<file path="config.mk">
export PLATFORM = sky130hd
export DESIGN_NAME = spmq_level_table
export DESIGN_NICKNAME = d
export VERILOG_FILES = /design/src/hdl/strict_priority_multi_queue_assert.svh /design/src/hdl/spmq_pkg.sv /design/src/hdl/spmq_level_table.sv
export SDC_FILE = /design/constraint.sdc
export NUM_CORES = 1
export LEC_CHECK = 0
export BUFFER_PORTS_ARGS = -buffer_cell sky130_fd_sc_hd__buf_2
export CORE_ASPECT_RATIO = 1.1
export CORE_MARGIN = 2
export CORE_UTILIZATION = 47
export DETAILED_ROUTE_END_ITERATION = 10
export PLACE_DENSITY = 0.66
export SYNTH_ARGS = -nofsm -noshare
export SYNTH_HDL_FRONTEND = slang
export SYNTH_SLANG_ARGS = --single-unit
</file>
<file path="constraint.sdc">
create_clock -name clk_i -period 4.4 [get_ports clk_i]
set_clock_uncertainty 0.05 [all_clocks]
set_input_delay 0.66 -clock clk_i [delete_from_list [all_inputs] [get_ports clk_i]]
set_output_delay 0.66 -clock clk_i [all_outputs]
set_load 0.005 [all_outputs]
</file>
<file path="src/hdl/strict_priority_multi_queue_assert.svh">
// ---------------------------------------------------------------------------
// Assertion macros for the strict-priority multi-queue.
// Each macro expects clk_i and rst_ni in the scope where it is used.
// ---------------------------------------------------------------------------
`ifndef STRICT_PRIORITY_MULTI_QUEUE_ASSERT_SVH
`define STRICT_PRIORITY_MULTI_QUEUE_ASSERT_SVH

// A property that must hold at every clock edge outside reset.
`define SPMQ_ASSERT(lbl, prop, msg) \
  lbl: assert property (@(posedge clk_i) disable iff (!rst_ni) (prop)) else $error(msg);

// An overlapping implication checked at every clock edge outside reset.
`define SPMQ_ASSERT_IMP(lbl, ante, cons, msg) \
  lbl: assert property (@(posedge clk_i) disable iff (!rst_ni) (ante) |-> (cons)) \
    else $error(msg);

// A next-cycle implication checked at every clock edge outside reset.
`define SPMQ_ASSERT_NEXT(lbl, ante, cons, msg) \
  lbl: assert property (@(posedge clk_i) disable iff (!rst_ni) (ante) |=> (cons)) \
    else $error(msg);

`endif

</file>
<file path="src/hdl/spmq_pkg.sv">
`timescale 1ns / 1ps
// ---------------------------------------------------------------------------
// spmq_pkg
// Shared constants, types and helpers of the strict-priority multi-queue.
// ---------------------------------------------------------------------------
package spmq_pkg;

  localparam int PRIORITY_LEVELS = 8;
  localparam int CELL_COUNT      = 256;

  localparam int LEVEL_TOTAL   = PRIORITY_LEVELS + 1;
  localparam int LVL_W         = $clog2(LEVEL_TOTAL);
  localparam int CELL_W        = $clog2(CELL_COUNT);
  localparam int CNT_W         = $clog2(CELL_COUNT + 1);
  localparam int LEVEL_FIELD_W = 4;
  localparam int PAYLOAD_W     = 32;

  typedef logic [LVL_W-1:0]       lvl_t;
  typedef logic [CELL_W-1:0]      cell_t;
  typedef logic [CNT_W-1:0]       cnt_t;
  typedef logic [LEVEL_TOTAL-1:0] lvl_vec_t;

  typedef enum logic {
    MODE_ENQ = 1'b0,
    MODE_DEQ = 1'b1
  } mode_e;

  typedef enum logic {
    ST_IDLE,
    ST_EXEC
  } state_e;

  // Update of the per-level head/tail table.
  typedef struct packed {
    logic  head_we;
    logic  tail_we;
    logic  set_ne;
    logic  clr_ne;
    lvl_t  lvl;
    cell_t head;
    cell_t tail;
  } lvl_wr_t;

  // Levels above the general queue fold onto the general queue.
  function automatic lvl_t sat_level(input logic [LEVEL_FIELD_W-1:0] l);
    if (int'(l) > PRIORITY_LEVELS) begin
      return lvl_t'(PRIORITY_LEVELS);
    end
    return lvl_t'(l);
  endfunction

endpackage

</file>
<file path="src/hdl/spmq_level_table.sv">
`timescale 1ns / 1ps
// ---------------------------------------------------------------------------
// spmq_level_table
// Head, tail and occupancy of every level, with the most-urgent-level pick.
// ---------------------------------------------------------------------------
module spmq_level_table (
  input  logic                       clk_i,
  input  logic                       rst_ni,
  input  spmq_pkg::lvl_wr_t          wr_i,
  input  spmq_pkg::lvl_t             rd_lvl_i,
  output spmq_pkg::cell_t            head_o,
  output spmq_pkg::cell_t            tail_o,
  output spmq_pkg::lvl_vec_t         nonempty_o,
  output spmq_pkg::lvl_t             low_lvl_o,
  output logic                       found_o
);

  spmq_pkg::cell_t    head_q [spmq_pkg::LEVEL_TOTAL];
  spmq_pkg::cell_t    tail_q [spmq_pkg::LEVEL_TOTAL];
  spmq_pkg::lvl_vec_t ne_q;
  spmq_pkg::lvl_vec_t ne_d;

  // Head and tail pointers are only meaningful while the level is occupied.
  always_ff @(posedge clk_i) begin
    if (wr_i.head_we) begin
      head_q[wr_i.lvl] <= wr_i.head;
    end
    if (wr_i.tail_we) begin
      tail_q[wr_i.lvl] <= wr_i.tail;
    end
  end

  always_comb begin
    ne_d = ne_q;
    if (wr_i.set_ne) begin
      ne_d[wr_i.lvl] = 1'b1;
    end
    if (wr_i.clr_ne) begin
      ne_d[wr_i.lvl] = 1'b0;
    end
  end

  always_ff @(posedge clk_i or negedge rst_ni) begin
    if (!rst_ni) begin
      ne_q <= '0;
    end else begin
      ne_q <= ne_d;
    end
  end

  // Lowest occupied level wins.
  always_comb begin
    low_lvl_o = '0;
    found_o   = 1'b0;
    for (int i = spmq_pkg::LEVEL_TOTAL - 1; i >= 0; i--) begin
      if (ne_q[i]) begin
        low_lvl_o = spmq_pkg::lvl_t'(i);
        found_o   = 1'b1;
      end
    end
  end

  assign head_o     = head_q[rd_lvl_i];
  assign tail_o     = tail_q[rd_lvl_i];
  assign nonempty_o = ne_q;

endmodule
</file>
Yosys cells after proc, flatten, opt, wreduce, memory -nomap -nowiden
Memory sizes are Yosys's and may differ from the RTL's.
Index checks and enable logic that the tools add are counted.
- bits in writable memories: 144
- memories kept: 2
- output and inout port bits: 30
- word-level logic and storage cells: 35
- bits in registers: 9
- memories (name ; depth ; width ; read ports ; clocked after memory_dff ; write ports ; line ; RTL):
    head_q ; 9 ; 8 ; 1 ; 0 ; 1 ; spmq_level_table.sv:18 ; spmq_pkg::cell_t head_q [spmq_pkg::LEVEL_TOTAL];
    tail_q ; 9 ; 8 ; 1 ; 0 ; 1 ; spmq_level_table.sv:19 ; spmq_pkg::cell_t tail_q [spmq_pkg::LEVEL_TOTAL];
- mux-type cells: 26
- reduce and logical (&&, ||, !) cells: 1
- $lt $le $gt $ge: 2
- bitwise gates (word level): 3
- operators with widths (kind ; number):
    $mux W4 ; 9
    $mux W9 ; 2
    $mux W1 ; 14
    $and A9 B9 Y9 ; 1
    $not A9 Y9 ; 1
    $or A9 B9 Y9 ; 1
    $lt A4 B5 Y1 const B ; 1
    $demux W1 S4 ; 1
    $ge A4 B1 Y1 const B ; 1
    $logic_and A1 B1 Y1 ; 1

Depth between registers and ports, before layout
- word-level depth: 9
- gate-level depth with buffers: 7

Worst setup path before layout
Ideal clock, no wire load.
- path kind: input -> output
- from: input rd_lvl_i[0]
- to: output tail_o[1]
- slack: 2.056 ns
- path buffers: 3
- stages: 6
- arrival: 1.634 ns
- cells stage by stage: buf_6 buf_12 buf_12 mux2i_1 a221o_1 o21ai_2
- longest elaborated chain between the ends: 1
- RTL lines (item ; line ; RTL):
    from (decl) ; spmq_level_table.sv:10 ; input spmq_pkg::lvl_t rd_lvl_i,
    $mem_v2 Z9 W8 ; -- ;
    to (decl) ; spmq_level_table.sv:12 ; output spmq_pkg::cell_t tail_o,
Every way passes these cells.

Worst setup path in the final report
- from: input rd_lvl_i[0]
- to: output head_o[4]
- longest elaborated chain between the ends: 1
- RTL lines (item ; line ; RTL):
    $mem_v2 Z9 W8 ; -- ;
    to (decl) ; spmq_level_table.sv:11 ; output spmq_pkg::cell_t head_o,
Every way passes these cells.

==> impl_metrics.json <==
{
  "cts_tree": "done",
  "start_kind": "primary input",
  "yosys-top-cells-area": "edfxtp_1, mux2i_1, mux2_2, dfrtp_1, and2_1",
  "mostFrequentLayoutCell": "edfxtp_1",
  "final_cells": 600,
  "relSlewSlack": 0.396,
  "grt_use_total": 0.186,
  "clock-sinks": 153,
  "syn_to_final_growth_pct": 15.7,
  "port_buffers": 59,
  "ys_warn_count": 0,
  "hpwl_um": 7370,
  "boundaryPins": 60,
  "rsz0062_at_grt": "false",
  "multi_input_comb_area_mm2": 0.00146,
  "antenna_found_initial": 0,
  "cts-root-buf": "clkbuf_16",
  "grt_use_met3": 0.0477,
  "max_cap_viol_count": 0,
  "overflow": 0,
  "drt-vias-per-instance": 5.58,
  "path_class": "in -> out",
  "use_met1": 0.247,
  "post-cts-setup-buffers": 0,
  "cts_resized": 0,
  "fin_util": 0.561,
  "status": "finished with violations",
  "setup_violations": 0,
  "regArea_mm2": 0.00455,
  "antenna_left": 0,
  "drt-total-wl_um": 12300,
  "yosysTopAreaCell": "edfxtp_1",
  "die_area_mm2": 0.0140,
  "hp-class": "in -> async",
  "setup_ws_ps": 1240,
  "violations": "design-rule violations",
  "synth-seq-cells": 153,
  "worstMarginPinSlew_ps": 906,
  "via_count": 3347,
  "htree_levels": 4,
  "path_clk_slew_ps": 60,
  "finalSetupTns_ps": 0,
  "syn_avg_cell_area_um2": 16.8,
  "final_cell_mix": "edfxtp_1, buf_2, mux2i_1, mux2_2, a21oi_1",
  "hold_buffers": 0,
  "clk_path_buf_depth": 2,
  "worstReg2RegEnd": "nonempty_o[1]",
  "preCtsSetupSlack_ps": 1240,
  "drc": 4,
  "endpoint": "head_o[4]",
  "use_met2": 0.302,
  "cp.required_ps": 3690,
  "synth_nets": 397,
  "power.leakage_nw": 2.54,
  "hold_viol": 0,
  "syn-cell-area_mm2": 0.00616,
  "synth_cell_type_count": 29,
  "worstReg2RegStart": "nonempty_o[1]",
  "n_antenna_cell": 0,
  "crit_path_max_fanout": 38,
  "pwr_density_cell_mw_per_mm2": 469,
  "period_share": 0.719,
  "die_w_um": 113,
  "fmax_mhz": 316,
  "core_area_mm2": 0.0127,
  "clk_latency_ps": 410,
  "initial_core_util": 0.485,
  "reg2reg_slack_ps": 3600,
  "drive_gt1_frac": 0.260,
  "r2r_cells": 2,
  "synth_top_area_share": 0.702,
  "nFillCells": 998,
  "routedWlPerCell_um": 20.5,
  "total_power_mw": 3.34,
  "row_count": 43,
  "busiest_layer": "met2",
  "first_pass_iters": 7,
  "grt_max_degree": 39,
  "irDropWorstVdd_v": 0.000286,
  "drt_iter0_markers": 340,
  "setup.worst_path.start": "rd_lvl_i[0]",
  "cp.arrival_ps": 2450,
  "grt_pass1_vias": 3396,
  "final_net_count": 460,
  "syn_inst": 367,
  "cp-end-kind": "primary output",
  "place_inst": 568,
  "numCtsBuffers": 17,
  "slew_violations": 0,
  "die_h_um": 124,
  "gp_congestion": 0.798,
  "grt_pass1_wl_um": 18900,
  "ys_seq_area_frac": 0.738,
  "post-route-min-period_ps": 3160
}
worst min path at each step:
stage / from / cells after the start / to / slack [ps]
finish: rst_ni / 1 / nonempty_o[4] / 40
global route: rst_ni / 1 / nonempty_o[4] / 30
CTS: rst_ni / 1 / nonempty_o[4] / 30
detailed placement: rst_ni / 1 / nonempty_o[4] / 480
global placement: rst_ni / 1 / nonempty_o[4] / 470
floorplan: rst_ni / 0 / nonempty_o[0] / 310
registers in the layout, summed over array words and instances, names as in the netlist:
name        cells
head_q         72
tail_q         72
nonempty_o      9
layer usage:
metal,up-vias,part of all wire
met5,-,0
met4,0,0.010
met3,11,0.064
met2,88,0.49
met1,1672,0.43
li1,1576,-
logic make-up after synthesis:
group | count (synthesis) | synth area share
AOI/OAI and AO/OA | 69 | 0.0739
buffers and inverters | 20 | 0.0256
DFF | 153 | 0.738
muxes | 64 | 0.110
and+or+nand+nor | 61 | 0.0518
per-stage QoR:
step | hold WS [ps] | instance area, um2
6_report | 36.0 | 7130
5_1_grt | 34.9 | 7130
4_1_cts | 29.1 | 7130
3_5_place_dp | 477 | 6540
3_3_place_gp | 470 | 6540
2_1_floorplan | 314 | 6160
synth_stat cells (all sizes together):
| cell | count |
|---|---|
| a21oi | 20 |
| a221o | 4 |
| a22oi | 12 |
| and2 | 18 |
| and3 | 1 |
| buf | 10 |
| clkbuf | 8 |
| dfrtp | 9 |
| edfxtp | 144 |
| inv | 2 |
| mux2 | 32 |
| mux2i | 32 |
| nand2 | 18 |
| nand2b | 5 |
| nand3b | 1 |
| nor2 | 5 |
| nor2b | 2 |
| nor3 | 7 |
| nor4 | 3 |
| nor4b | 1 |
| o21ai | 16 |
| o21bai | 1 |
| o221ai | 12 |
| o22ai | 4 |
critical path, stage by stage:
cell      delay, ps
buf_2           550
buf_12          330
mux2_2          370
o221ai_1        220
o21ai_1         130
buf_2           170
layout make-up:
class	count	area share
timing repair buffer	62	0.0463
sequential	153	0.638
multi-input combinational	194	0.204
tap	157	0.0276
inverter	2	0.00105
clock buffer	23	0.0656
clock inverter	9	0.0170
report_power, final:
part | total, mW | internal, mW | switching [mW]
Combinational | 0.229 | 0.0989 | 0.130
Sequential | 1.67 | 1.64 | 0.0300
Clock | 1.44 | 0.916 | 0.528
Total | 3.34 | 2.65 | 0.688
No activity file was read; power rests on OpenSTA's default activity.
